`config.mk`:
```
export PLATFORM = sky130hd
export DESIGN_NAME = sequential_list_engine_flat
export DESIGN_NICKNAME = d
export VERILOG_FILES = /design/src/hw/rtl/sle_pkg.sv /design/src/hw/rtl/sle_if.sv /design/src/hw/rtl/sle_datapath.sv /design/src/hw/rtl/sle_ctrl.sv /design/src/hw/rtl/sequential_list_engine.sv /design/src/flat_wrapper.sv
export SDC_FILE = /design/constraint.sdc
export NUM_CORES = 1
export LEC_CHECK = 0
export ABC_CLOCK_PERIOD_IN_PS = 3800
export BUFFER_PORTS_ARGS = -buffer_cell sky130_fd_sc_hd__clkbuf_2
export CAP_MARGIN = 20
export CORE_ASPECT_RATIO = 1.2
export CORE_MARGIN = 2
export CORE_UTILIZATION = 56
export DETAILED_ROUTE_END_ITERATION = 8
export PLACE_DENSITY = 0.81
export SLEW_MARGIN = 20
export SYNTH_ARGS = -nofsm -noshare
export SYNTH_HDL_FRONTEND = slang
export SYNTH_SLANG_ARGS = --single-unit
```
`constraint.sdc`:
```
create_clock -name i_clk -period 3.8 [get_ports i_clk]
set_clock_uncertainty 0.05 [all_clocks]
set_input_delay 0.57 -clock i_clk [delete_from_list [all_inputs] [get_ports i_clk]]
set_output_delay 0.57 -clock i_clk [all_outputs]
set_load 0.05 [all_outputs]
```
`src/hw/rtl/sle_pkg.sv`:
```
package sle_pkg;

    localparam int SLE_MAX_ENTRIES = 16;
    localparam int KIND_W          = 2;
    localparam int POS_W           = 8;
    localparam int VAL_W           = 32;
    localparam int STAT_W          = 2;

    typedef enum logic [KIND_W-1:0] {
        K_INSERT = 2'd0,
        K_DELETE = 2'd1,
        K_READ   = 2'd2,
        K_FIND   = 2'd3
    } t_kind;

    typedef enum logic [STAT_W-1:0] {
        ST_OK    = 2'd0,
        ST_RANGE = 2'd1,
        ST_FULL  = 2'd2
    } t_status;

    typedef enum logic [2:0] {
        PTR_HOLD,
        PTR_TOP,
        PTR_POS,
        PTR_ZERO,
        PTR_INC,
        PTR_DEC
    } t_ptr_op;

    typedef enum logic [3:0] {
        S_IDLE,
        S_CHECK,
        S_INS_SHIFT,
        S_INS_PUT,
        S_RD_ISSUE,
        S_RD_GRAB,
        S_DEL_SHIFT,
        S_FIND,
        S_DONE
    } t_state;

    // controller to datapath
    typedef struct packed {
        logic    load;
        t_ptr_op ptr_op;
        logic    rd;
        logic    move;
        logic    up;
        logic    put;
        logic    cap_vout;
        logic    cap_found;
        logic    st_wr;
        t_status st_val;
        logic    cnt_inc;
        logic    cnt_dec;
        logic    emit;
    } t_cmd;

    // datapath to controller
    typedef struct packed {
        t_kind kind;
        logic  ins_bad;
        logic  pos_top;
        logic  full;
        logic  rng_bad;
        logic  ptr_eq_lo;
        logic  ptr_lt_cnt;
        logic  rd_pend;
        logic  mv_pend;
        logic  match;
    } t_stat;

endpackage

```
`src/hw/rtl/sle_if.sv`:
```
interface sle_req_if;
    logic                            valid;
    logic                            ready;
    logic [sle_pkg::KIND_W-1:0]      kind;
    logic [sle_pkg::POS_W-1:0]       position;
    logic signed [sle_pkg::VAL_W-1:0] value_in;

    modport source (output valid, kind, position, value_in, input ready);
    modport sink   (input valid, kind, position, value_in, output ready);
endinterface

interface sle_rsp_if;
    logic                             valid;
    logic                             ready;
    logic [sle_pkg::STAT_W-1:0]       status;
    logic signed [sle_pkg::VAL_W-1:0] value_out;
    logic [sle_pkg::POS_W-1:0]        found_position;
    logic [sle_pkg::POS_W-1:0]        list_length;

    modport source (output valid, status, value_out, found_position, list_length, input ready);
    modport sink   (input valid, status, value_out, found_position, list_length, output ready);
endinterface

```
`src/hw/rtl/sle_datapath.sv`:
```
module sle_datapath #(
    parameter int MAX_ENTRIES = sle_pkg::SLE_MAX_ENTRIES
) (
    input  logic                            i_clk,
    input  logic                            i_rst_n,
    input  sle_pkg::t_cmd                   i_cmd,
    output sle_pkg::t_stat                  o_stat,
    input  logic [sle_pkg::KIND_W-1:0]      i_kind,
    input  logic [sle_pkg::POS_W-1:0]       i_position,
    input  logic signed [sle_pkg::VAL_W-1:0] i_value_in,
    output logic [sle_pkg::STAT_W-1:0]      o_status,
    output logic signed [sle_pkg::VAL_W-1:0] o_value_out,
    output logic [sle_pkg::POS_W-1:0]       o_found_position,
    output logic [sle_pkg::POS_W-1:0]       o_list_length
);
    import sle_pkg::*;

    localparam int IW = (MAX_ENTRIES > 1) ? $clog2(MAX_ENTRIES) : 1;
    localparam int CW = $clog2(MAX_ENTRIES + 1);

    logic [VAL_W-1:0] mem [MAX_ENTRIES];

    t_kind            r_kind;
    logic [POS_W-1:0] r_pos;
    logic [VAL_W-1:0] r_val;
    logic [CW-1:0]    r_cnt;
    logic [CW-1:0]    r_ptr;
    logic [CW-1:0]    n_ptr;
    logic [VAL_W-1:0] r_rdata;
    logic [IW-1:0]    r_rd_addr;
    logic             r_rd_pend;
    logic             r_mv_pend;
    logic             r_mv_up;
    t_status          r_status;
    logic [VAL_W-1:0] r_vout;
    logic [POS_W-1:0] r_found;

    t_status          r_o_status;
    logic [VAL_W-1:0] r_o_vout;
    logic [POS_W-1:0] r_o_found;
    logic [POS_W-1:0] r_o_len;

    logic [POS_W:0]   w_pos9;
    logic [POS_W:0]   w_cnt9;
    logic [POS_W:0]   w_ptr9;
    logic [IW-1:0]    w_pos_idx;
    logic [IW-1:0]    w_mv_addr;

    assign w_pos9    = {1'b0, r_pos};
    assign w_cnt9    = (POS_W + 1)'(r_cnt);
    assign w_ptr9    = (POS_W + 1)'(r_ptr);
    assign w_pos_idx = IW'(r_pos - 8'd1);
    assign w_mv_addr = r_mv_up ? IW'(r_rd_addr + 1'b1) : IW'(r_rd_addr - 1'b1);

    always_comb begin
        o_stat.kind       = r_kind;
        o_stat.ins_bad    = (r_pos == '0) || (w_pos9 > w_cnt9 + 1'b1);
        o_stat.pos_top    = (w_pos9 == w_cnt9 + 1'b1);
        o_stat.full       = (r_cnt == CW'(MAX_ENTRIES));
        o_stat.rng_bad    = (r_pos == '0) || (w_pos9 > w_cnt9);
        o_stat.ptr_eq_lo  = (w_ptr9 + 1'b1 == w_pos9);
        o_stat.ptr_lt_cnt = (r_ptr < r_cnt);
        o_stat.rd_pend    = r_rd_pend;
        o_stat.mv_pend    = r_mv_pend;
        o_stat.match      = r_rd_pend && (r_rdata == r_val);
    end

    always_comb begin
        case (i_cmd.ptr_op)
            PTR_HOLD: n_ptr = r_ptr;
            PTR_TOP:  n_ptr = r_cnt - 1'b1;
            PTR_POS:  n_ptr = CW'(r_pos - 8'd1);
            PTR_ZERO: n_ptr = '0;
            PTR_INC:  n_ptr = r_ptr + 1'b1;
            PTR_DEC:  n_ptr = r_ptr - 1'b1;
            default:  n_ptr = r_ptr;
        endcase
    end

    // store: one registered read, one write (pending move first, then the new word)
    always_ff @(posedge i_clk) begin
        if (i_cmd.rd) begin
            r_rdata <= mem[r_ptr[IW-1:0]];
        end
        if (r_mv_pend) begin
            mem[w_mv_addr] <= r_rdata;
        end else if (i_cmd.put) begin
            mem[w_pos_idx] <= r_val;
        end
    end

    always_ff @(posedge i_clk) begin
        if (!i_rst_n) begin
            r_cnt     <= '0;
            r_rd_pend <= 1'b0;
            r_mv_pend <= 1'b0;
        end else begin
            r_rd_pend <= i_cmd.rd;
            r_mv_pend <= i_cmd.rd && i_cmd.move;
            if (i_cmd.cnt_inc) begin
                r_cnt <= r_cnt + 1'b1;
            end else if (i_cmd.cnt_dec) begin
                r_cnt <= r_cnt - 1'b1;
            end
        end
    end

    always_ff @(posedge i_clk) begin
        r_ptr <= n_ptr;
        if (i_cmd.rd) begin
            r_rd_addr <= r_ptr[IW-1:0];
            r_mv_up   <= i_cmd.up;
        end
        if (i_cmd.load) begin
            r_kind   <= t_kind'(i_kind);
            r_pos    <= i_position;
            r_val    <= i_value_in;
            r_status <= ST_OK;
            r_vout   <= '0;
            r_found  <= '0;
        end else begin
            if (i_cmd.st_wr) begin
                r_status <= i_cmd.st_val;
            end
            if (i_cmd.cap_vout) begin
                r_vout <= r_rdata;
            end
            if (i_cmd.cap_found) begin
                r_found <= POS_W'(r_rd_addr) + 8'd1;
            end
        end
        if (i_cmd.emit) begin
            r_o_status <= r_status;
            r_o_vout   <= r_vout;
            r_o_found  <= r_found;
            r_o_len    <= POS_W'(r_cnt);
        end
    end

    assign o_status         = r_o_status;
    assign o_value_out      = r_o_vout;
    assign o_found_position = r_o_found;
    assign o_list_length    = r_o_len;

endmodule

```
`src/hw/rtl/sle_ctrl.sv`:
```
module sle_ctrl (
    input  logic           i_clk,
    input  logic           i_rst_n,
    input  logic           i_req_valid,
    output logic           o_req_ready,
    output logic           o_rsp_valid,
    input  logic           i_rsp_ready,
    input  sle_pkg::t_stat i_stat,
    output sle_pkg::t_cmd  o_cmd
);
    import sle_pkg::*;

    t_state r_state;
    t_state n_state;
    logic   r_out_valid;
    logic   w_slot_free;

    assign w_slot_free = !r_out_valid || i_rsp_ready;

    always_comb begin
        n_state = r_state;
        case (r_state)
            S_IDLE: begin
                if (i_req_valid) n_state = S_CHECK;
            end
            S_CHECK: begin
                case (i_stat.kind)
                    K_INSERT: begin
                        if (i_stat.ins_bad || i_stat.full) n_state = S_DONE;
                        else if (i_stat.pos_top)           n_state = S_INS_PUT;
                        else                               n_state = S_INS_SHIFT;
                    end
                    K_DELETE, K_READ: begin
                        if (i_stat.rng_bad) n_state = S_DONE;
                        else                n_state = S_RD_ISSUE;
                    end
                    default: n_state = S_FIND;
                endcase
            end
            S_INS_SHIFT: begin
                if (i_stat.ptr_eq_lo) n_state = S_INS_PUT;
            end
            S_INS_PUT: begin
                if (!i_stat.mv_pend) n_state = S_DONE;
            end
            S_RD_ISSUE: n_state = S_RD_GRAB;
            S_RD_GRAB: begin
                if (i_stat.kind == K_DELETE) n_state = S_DEL_SHIFT;
                else                         n_state = S_DONE;
            end
            S_DEL_SHIFT: begin
                if (!i_stat.ptr_lt_cnt && !i_stat.mv_pend) n_state = S_DONE;
            end
            S_FIND: begin
                if (i_stat.match) n_state = S_DONE;
                else if (!i_stat.ptr_lt_cnt && !i_stat.rd_pend) n_state = S_DONE;
            end
            S_DONE: begin
                if (w_slot_free) n_state = S_IDLE;
            end
            default: n_state = S_IDLE;
        endcase
    end

    always_comb begin
        o_cmd        = '0;
        o_cmd.ptr_op = PTR_HOLD;
        o_cmd.st_val = ST_OK;
        o_req_ready  = 1'b0;
        case (r_state)
            S_IDLE: begin
                o_req_ready = 1'b1;
                o_cmd.load  = i_req_valid;
            end
            S_CHECK: begin
                case (i_stat.kind)
                    K_INSERT: begin
                        if (i_stat.ins_bad) begin
                            o_cmd.st_wr  = 1'b1;
                            o_cmd.st_val = ST_RANGE;
                        end else if (i_stat.full) begin
                            o_cmd.st_wr  = 1'b1;
                            o_cmd.st_val = ST_FULL;
                        end else if (!i_stat.pos_top) begin
                            o_cmd.ptr_op = PTR_TOP;
                        end
                    end
                    K_DELETE, K_READ: begin
                        if (i_stat.rng_bad) begin
                            o_cmd.st_wr  = 1'b1;
                            o_cmd.st_val = ST_RANGE;
                        end else begin
                            o_cmd.ptr_op = PTR_POS;
                        end
                    end
                    default: o_cmd.ptr_op = PTR_ZERO;
                endcase
            end
            S_INS_SHIFT: begin
                // walk down from the top, each word moved up one place
                o_cmd.rd     = 1'b1;
                o_cmd.move   = 1'b1;
                o_cmd.up     = 1'b1;
                o_cmd.ptr_op = i_stat.ptr_eq_lo ? PTR_HOLD : PTR_DEC;
            end
            S_INS_PUT: begin
                // hold until the last move has landed
                o_cmd.put     = !i_stat.mv_pend;
                o_cmd.cnt_inc = !i_stat.mv_pend;
            end
            S_RD_ISSUE: begin
                o_cmd.rd     = 1'b1;
                o_cmd.ptr_op = PTR_INC;
            end
            S_RD_GRAB: begin
                o_cmd.cap_vout = 1'b1;
            end
            S_DEL_SHIFT: begin
                if (i_stat.ptr_lt_cnt) begin
                    o_cmd.rd     = 1'b1;
                    o_cmd.move   = 1'b1;
                    o_cmd.ptr_op = PTR_INC;
                end else if (!i_stat.mv_pend) begin
                    o_cmd.cnt_dec = 1'b1;
                end
            end
            S_FIND: begin
                if (i_stat.match) begin
                    o_cmd.cap_found = 1'b1;
                end else if (i_stat.ptr_lt_cnt) begin
                    o_cmd.rd     = 1'b1;
                    o_cmd.ptr_op = PTR_INC;
                end
            end
            S_DONE: begin
                o_cmd.emit = w_slot_free;
            end
            default: o_cmd.ptr_op = PTR_HOLD;
        endcase
    end

    always_ff @(posedge i_clk) begin
        if (!i_rst_n) begin
            r_state     <= S_IDLE;
            r_out_valid <= 1'b0;
        end else begin
            r_state <= n_state;
            if (o_cmd.emit) begin
                r_out_valid <= 1'b1;
            end else if (i_rsp_ready) begin
                r_out_valid <= 1'b0;
            end
        end
    end

    assign o_rsp_valid = r_out_valid;

endmodule

```
`src/hw/rtl/sequential_list_engine.sv`:
```
// Ordered list of signed 32-bit words held in a local store of MAX_ENTRIES
// entries, with a current length.
// Request channel i_req (valid/ready): kind 0 insert, 1 delete, 2 read,
// 3 find; position is 1-based, value_in is the word to insert or look for.
// Response channel o_rsp (valid/ready): one word per request with status
// (0 ok, 1 bad position, 2 full), value_out, found_position, list_length.
// One request is worked at a time. The store has a single read and a single
// write port, so entries are moved one at a time:
//   insert  moves entries from the top down to position up one place, then
//           writes the new word (no move when position = length+1);
//   delete  reads the entry at position, then moves each later one down; read
//           only reads the entry; find reads entries from the first until a
//           match or the end; rejected requests touch no entry.
// The response sits in an output register: a stalled receiver holds it, and
// the next request is accepted and worked meanwhile, finishing into that
// register once it empties. Reset empties the list and the output register;
// the store contents are not cleared.
module sequential_list_engine #(
    parameter int MAX_ENTRIES = sle_pkg::SLE_MAX_ENTRIES
) (
    input  logic        i_clk,
    input  logic        i_rst_n,
    sle_req_if.sink     i_req,
    sle_rsp_if.source   o_rsp
);
    import sle_pkg::*;

    t_cmd  w_cmd;
    t_stat w_stat;

    sle_ctrl u_ctrl (
        .i_clk       (i_clk),
        .i_rst_n     (i_rst_n),
        .i_req_valid (i_req.valid),
        .o_req_ready (i_req.ready),
        .o_rsp_valid (o_rsp.valid),
        .i_rsp_ready (o_rsp.ready),
        .i_stat      (w_stat),
        .o_cmd       (w_cmd)
    );

    sle_datapath #(
        .MAX_ENTRIES (MAX_ENTRIES)
    ) u_datapath (
        .i_clk            (i_clk),
        .i_rst_n          (i_rst_n),
        .i_cmd            (w_cmd),
        .o_stat           (w_stat),
        .i_kind           (i_req.kind),
        .i_position       (i_req.position),
        .i_value_in       (i_req.value_in),
        .o_status         (o_rsp.status),
        .o_value_out      (o_rsp.value_out),
        .o_found_position (o_rsp.found_position),
        .o_list_length    (o_rsp.list_length)
    );

endmodule
```
`src/flat_wrapper.sv`:
```
// flat-port wrapper written by rule: the top's interface ports become plain ports
module sequential_list_engine_flat import sle_pkg::*;
#(
    parameter int MAX_ENTRIES = sle_pkg::SLE_MAX_ENTRIES
)
  (i_clk, i_rst_n, i_req_valid, i_req_kind, i_req_position, i_req_value_in, i_req_ready, o_rsp_valid, o_rsp_status, o_rsp_value_out, o_rsp_found_position, o_rsp_list_length, o_rsp_ready);
  sle_req_if i_req_i ();
  sle_rsp_if o_rsp_i ();
  input  logic i_clk;
  input  logic i_rst_n;
  input wire logic [$bits(i_req_i.valid)-1:0] i_req_valid;
  input wire logic [$bits(i_req_i.kind)-1:0] i_req_kind;
  input wire logic [$bits(i_req_i.position)-1:0] i_req_position;
  input wire logic [$bits(i_req_i.value_in)-1:0] i_req_value_in;
  output wire logic [$bits(i_req_i.ready)-1:0] i_req_ready;
  output wire logic [$bits(o_rsp_i.valid)-1:0] o_rsp_valid;
  output wire logic [$bits(o_rsp_i.status)-1:0] o_rsp_status;
  output wire logic [$bits(o_rsp_i.value_out)-1:0] o_rsp_value_out;
  output wire logic [$bits(o_rsp_i.found_position)-1:0] o_rsp_found_position;
  output wire logic [$bits(o_rsp_i.list_length)-1:0] o_rsp_list_length;
  input wire logic [$bits(o_rsp_i.ready)-1:0] o_rsp_ready;
  assign i_req_i.valid = i_req_valid;
  assign i_req_i.kind = i_req_kind;
  assign i_req_i.position = i_req_position;
  assign i_req_i.value_in = i_req_value_in;
  assign i_req_ready = i_req_i.ready;
  assign o_rsp_valid = o_rsp_i.valid;
  assign o_rsp_status = o_rsp_i.status;
  assign o_rsp_value_out = o_rsp_i.value_out;
  assign o_rsp_found_position = o_rsp_i.found_position;
  assign o_rsp_list_length = o_rsp_i.list_length;
  assign o_rsp_i.ready = o_rsp_ready;
  sequential_list_engine #(.MAX_ENTRIES(MAX_ENTRIES)) u_core (.i_clk(i_clk), .i_rst_n(i_rst_n), .i_req(i_req_i), .o_rsp(o_rsp_i));
endmodule
```
## Yosys cells after proc, flatten, opt, wreduce, memory -nomap -nowiden

Memory sizes are Yosys's and may differ from the RTL's. A register that Yosys moved wholly into a read port is not among the register bits.
Index checks and enable logic that the tools add are counted.

| cells by class | value |
|---|---|
| magnitude comparators | 3 |
| reductions and logical operators | 22 |
| equality and inequality tests | 25 |
| add/sub/neg operators | 10 |
| muxes and demuxes | 55 |

Operators by type and width:

| operator | count |
|---|---|
| $mux 4 | 14 |
| $pmux 4 s9 | 1 |
| $eq 32x32->1 | 1 |
| $mux 32 | 1 |
| $reduce_or 32->1 | 1 |
| $pmux 5 s5 | 1 |
| $mux 1 | 23 |
| $eq 4x3->1 const B | 4 |
| $mux 3 | 5 |
| $mux 5 | 3 |
| $pmux 3 s5 | 1 |
| $sub 5x1->5 const B | 3 |
| $add 5x1->6 const B | 2 |
| $pmux 3 s2 | 2 |
| $add 5x1->5 const B | 2 |
| $ne 2x2->1 const B | 5 |
| $eq 4x2->1 const B | 2 |
| $eq 6x8->1 | 1 |
| $eq 8x6->1 | 1 |
| $gt 8x5->1 | 1 |
| $gt 8x6->1 | 1 |
| $logic_not 8->1 | 1 |
| $pmux 4 s2 | 1 |
| $eq 3x2->1 const B | 2 |
| 24 further kinds | 36 |

| storage, ports and cells | value |
|---|---|
| bits of input ports | 46 |
| word-level logic and storage cells | 134 |
| bits in writable memories | 512 |
| memories kept | 1 |
| register bits | 153 |

Memories:

| memory | words | bits a word | rd ports | clocked after Yosys merged registers in | wr ports | line | RTL |
|---|---|---|---|---|---|---|---|
| u_core.u_datapath.mem | 16 | 32 | 1 | 1 | 1 | sle_datapath.sv:21 | `logic [VAL_W-1:0] mem [MAX_ENTRIES];` |

## Longest topological paths before layout

| depth | value |
|---|---|
| depth after elaboration | 9 |
| gate-level depth with buffers | 11 |
| mapped depth without buffers | 11 |

## Hierarchy

A second synthesis with hierarchy kept.

| unflattened totals | value |
|---|---|
| cells, all modules | 1346 |
| area, all modules | 27358.7 um2 |

By module, submodules not included:

| module | cells an instance | sequential area each (um2) | instances | area each (um2) |
|---|---|---|---|---|
| sle_datapath | 1259 | 20139.3 | 1 | 26725.6 |
| sle_ctrl | 87 | 100.1 | 1 | 633.1 |

## Worst setup path after synthesis

OpenSTA, ideal clock, no wires.

| timing path | value |
|---|---|
| path kind | register to register |
| start point | register u_core.u_datapath.r_ptr[1] |
| end point | register u_core.u_datapath.r_mv_up (enable) |
| data arrival time | 3.182 ns |
| library setup time | 0.431 ns |
| required time | 3.319 ns |
| cell stages (with the launch flop) | 8 |
| setup slack | 0.137 ns |
| cell sequence | edfxtp_1 -> ha_1 -> a21o_1 -> a21oi_1 -> o21ai_1 -> a211oi_1 -> a21oi_1 -> nor2_1 |

RTL lines:

| item | line | RTL |
|---|---|---|
| from (decl) | sle_datapath.sv:27 | `logic [CW-1:0] r_ptr;` |
| from (signal assigned) | sle_datapath.sv:109 | `r_ptr <= n_ptr;` |
| to (signal assigned) | sle_datapath.sv:112 | `r_mv_up <= i_cmd.up;` |
| to (decl) | sle_datapath.sv:33 | `logic r_mv_up;` |

## Final worst setup path

| timing path | value |
|---|---|
| start point | register u_core.u_datapath.r_ptr[2] |
| end point | register u_core.u_datapath.r_ptr[4], data pin |

| on the way | value |
|---|---|
| longest elaborated chain between the ends | 6 |
| elaborated cells between the ends (all ways) | 16 |
| those cells by class | add/sub: 3; order compare: 1; eq/ne: 6; mux: 6 |

RTL lines:

| item | line | RTL |
|---|---|---|
| $add 5x1->6 or $lt 5x5->1 (tied branches) | sle_datapath.sv:61, sle_datapath.sv:62 |  |
| $eq 6x8->1 or $mux 4 (tied branches) | sle_datapath.sv:61, sle_ctrl.sv:130 |  |
| $mux 3 or $mux 4 (tied branches) | sle_ctrl.sv:104, sle_ctrl.sv:128 |  |
| $pmux 3 s5 | sle_ctrl.sv:70 | `case (r_state)` |
| $eq 3x3->1, or another cell as far along | sle_datapath.sv:69 | `case (i_cmd.ptr_op)` |
| $pmux 5 s5 (*) | sle_datapath.sv:69 |  |
| via u_core.u_datapath.n_ptr[4] | sle_datapath.sv:28 | `logic [CW-1:0] n_ptr;` |

The timed path passes the listed nets; every way through them passes the cells marked *.
A chain may end at the register's enable or synchronous reset.

==> metrics.md <==
| Metric | Value |
|---|---|
| Cells after DPL | 2143 |
| Area contributors post-synth | edfxtp_1 71%, mux4_2 13%, dfxtp_1 3.7% |
| Relative slew slack | 0.2590 |
| FF-to-FF setup slack | 0.46 ns |
| Status | finished, final reports clean |
| Worst-Margin Slew | 1.106 ns |
| Final hold violations | 0 |
| Dominant cell type by area after synthesis | edfxtp_1 |
| Mean Syn Cell Area | 18.86 um^2 |
| Netlist Area Pre-Place | 27260 um^2 |
| Period utilization | 0.8779 |
| DRT Wirelength | 64590 um |
| Hold Path Sink | u_core.u_datapath.r_val[16] |
| Worst r2r path cells | 10 |
| Tot Pwr | 22.59 mW |
| Post-CTS Setup Bufs | 0 |
| Slew Viols, Final | 0 |
| Area after DPL | 28900 um^2 |
| Post-synthesis simple-gate area fraction | 0.04870 |
| Via/cell ratio | 6.438 |
| Most frequent cell after synthesis | edfxtp_1 |
| RR Endpoint | u_core.u_datapath.r_ptr[4] |
| Port Buffers | 91 |
| Switching Share | 0.3001 |
| Clock Latency Late Sink | 0.60 ns |
| Logic pwr share | 0.272 |
| Fmax | 299.8 MHz |
| RePlAce Congestion | 0.8665 |
| Antenna violations before repair | 0 |
| Min Tclk post-route | 3.336 ns |
| Largest net degree at the start of global routing | 126 |
| Prevailing post-synth register cell | edfxtp_1 |
| Yosys reg bits | 691 |
| Sequential Power Share | 0.450 |
| Library cells used by synthesis | 67 |
| CTS Sinks | 691 |
| Antenna cells | 0 |
| Required @ worst endpoint | 4.05 ns |
| Core Footprint | 48120 um^2 |
| Main combinational cell family by area after synthesis | multiplexers |
| Final net count | 1659 |
| Layout cell share with drive strength beyond 1 | 0.2555 |
| Warnings from Yosys | 0 |
| Pwr/cell area | 729.2 nW/um^2 |
| First-pass GRT wire length | 95110 um |
| Number of global-route vias before repair | 14780 |
| Mux cell area share after synthesis | 0.1357 |
| Asr flop ratio synth | 0 |
| Clock Root Buffer | clkbuf_16 |
| Register area share after synthesis | 0.7425 |
| Peak VDD IR | 0.4696 mV |
| Internal | 15.81 mW |
| Cells after synthesis | 1445 |
| Top-Level Pins | 98 |
| Worst setup path class | flip-flop to flip-flop |
| # DRC | 0 |
| Initial Utilization | 0.5665 |
| P_sw | 6.780 mW |
| Longest Clk Path Bufs | 3 |
| RSZ-0062 raised after global routing | false |
| CTS H-tree depth | 3 |
| Hold Crit Start | i_req_value_in[16] |
| Clock transition at path regs | 0.06 ns |
| Grt ovf | 0 |
| Die height | 245.7 um |
| XOR/XNOR Fraction of Synth Area | 0.01864 |
| Number of synthesized flops with an enable pin | 640 |
| DRT antenna net count | 0 |
| Via count | 14560 |
| Area Growth Syn to Fin | 13.64% |
| Number of cell rows | 88 |
| Crit path capture type | flip-flop |
| Clk pwr share | 0.278 |
| CTS tree | done |
| Drt first pass iters | 5 |
| Reg-to-Reg Start | u_core.u_datapath.r_ptr[2] |
| Area share of the largest cell type after synthesis | 0.7050 |
| Worst hold-check path type | primary input to flip-flop |
| Max Fanout on Critical Path | 15 |
| CP Launch Type | flip-flop |
| GRT Util Overall | 0.2639 |
| HPWL Detailed | 34420 um |
| Most common library cells after synthesis | 640 x edfxtp_1, 181 x nand2_1, 160 x mux4_2 |
| Max-capacitance violation count | 0 |
| CTS buffer count | 66 |
| Cells on Worst Hold Path | 1 |
| Die area | 50460 um^2 |
| Post-CTS sizing | 0 |
| Final instance area | 30980 um^2 |
| Post-Layout Cell Count | 2262 |
| Compound-Gate Fraction of Synth Area | 0.02621 |
| Post-CTS Hold Buffers | 0 |
| Leakage | 10.21 nW |
| Die width | 205.4 um |
| Post-Synth Adder-Cell Area | 0.01432 |
| Number of DRC markers in iteration 0 | 1524 |
| CP arrival | 3.59 ns |
| Setup TNS | 0 ns |
| Drt wl/cell | 28.55 um |
| Setup violations, final | 0 |
-- layout by cell type (no fill, tap or decap), types with 4 or more instances in the layout --
master / count
a211oi_1: 4
a21o_1: 6
a21oi_1: 51
a31oi_1: 4
and3_1: 5
buf_12: 19
buf_4: 24
clkbuf_1: 18
clkbuf_16: 67
clkbuf_2: 91
clkbuf_8: 6
clkinv_1: 12
clkinv_2: 8
conb_1: 6
dfxtp_1: 51
edfxtp_1: 640
ha_1: 28
inv_1: 17
mux2i_1: 8
mux4_2: 160
nand2_1: 181
nand2b_1: 10
nand3_1: 13
nand4_1: 9
nor2_1: 24
nor2_4: 18
nor2b_1: 6
nor3_1: 10
o21ai_0: 8
xnor2_1: 46
xor2_1: 12
-- cell families after synthesis --
| logic type | after synthesis |
|---|---|
| flip-flops | 691 |
| AND/OR/NAND/NOR | 300 |
| multiplexers | 169 |
| AO/OA/AOI/OAI | 108 |
| buffers and inverters | 88 |
| XOR/XNOR | 58 |
| adder cells (fa/ha/maj) | 30 |
| other | 1 |
-- power groups by stage --
stage	registers (mW)	clock network (mW)	logic, mW
2_1_floorplan	10.3	0	4.26
3_3_place_gp	10.3	0	5.86
3_5_place_dp	10.3	0	6.01
4_1_cts	10.2	6.35	6.11
5_1_grt	10.2	6.63	6.57
6_report	10.2	6.28	6.15
-- layer usage --
metal / up-vias / wire length [um] / global-route usage
met5: - / 0 / 0
met4: 0 / 2405 / 0.1140
met3: 141 / 5847 / 0.05129
met2: 932 / 33240 / 0.4445
met1: 7495 / 23090 / 0.3366
li1: 5995 / - / -
-- layout make-up --
class                           instances  area (um^2)
Clock buffer                           91         1827
Timing Repair Buffer                  135         1044
Inverter                               18        67.56
Multi-Input combinational cell        671         6807
Fill cell                            3039        17140
Clock inverter                         26        205.2
Tap cell                              630        788.3
Sequential cell                       691        20240
-- critical path: stages, from the launching register on --
cell      delay, ns
edfxtp_1       0.54
buf_4          0.42
nand3_1        0.15
xor2_1         0.18
a311oi_2       0.51
ha_1           0.37
a21o_1         0.19
a21oi_1        0.18
xor2_1         0.20
xnor2_1        0.14
o221ai_1       0.13
-- how the worst max path moves through the flow --
| stage | start | end | slack [ns] | cells after the start |
|---|---|---|---|---|
| floorplan | u_core.u_datapath.r_ptr[1] | u_core.u_datapath.r_mv_up | 0.14 | 7 |
| global placement | u_core.u_datapath.r_ptr[2] | u_core.u_datapath.r_ptr[4] | 0.63 | 10 |
| detailed placement | u_core.u_datapath.r_ptr[2] | u_core.u_datapath.r_ptr[4] | 0.54 | 10 |
| CTS | u_core.u_datapath.r_ptr[2] | u_core.u_datapath.r_ptr[4] | 0.53 | 10 |
| global route | u_core.u_datapath.r_ptr[2] | u_core.u_datapath.r_ptr[4] | 0.23 | 10 |
| finish | u_core.u_datapath.r_ptr[2] | u_core.u_datapath.r_ptr[4] | 0.46 | 10 |
-- state kept, by name, summed over array words and instances, names as in the netlist, 2 cells and up --
name	flops
u_core.u_datapath.r_ptr	5
u_core.u_datapath.r_cnt	5
u_core.u_datapath.r_vout	32
u_core.u_datapath.o_status	2
u_core.u_datapath.r_rd_addr	4
u_core.u_datapath.r_rdata	32
u_core.u_datapath.r_status	2
u_core.u_datapath.mem	512
u_core.u_datapath.o_list_length	5
u_core.u_datapath.o_found_position	5
u_core.u_datapath.r_found	5
u_core.u_datapath.r_kind	2
u_core.u_datapath.o_value_out	32
u_core.u_datapath.r_val	32
u_core.u_ctrl.r_state	4
u_core.u_datapath.r_pos	8
-- through the flow --
step	utilization	hold slack (ns)	setup slack, ns
2_1_floorplan	-	0.3580	0.1365
3_3_place_gp	0.6006	0.3649	0.6266
3_5_place_dp	0.6006	0.3646	0.5385
4_1_cts	0.6428	0.07192	0.5269
5_1_grt	0.6438	0.08033	0.2293
6_report	0.6438	0.1030	0.4641
Note: power is estimated with default switching activity, not from simulation.
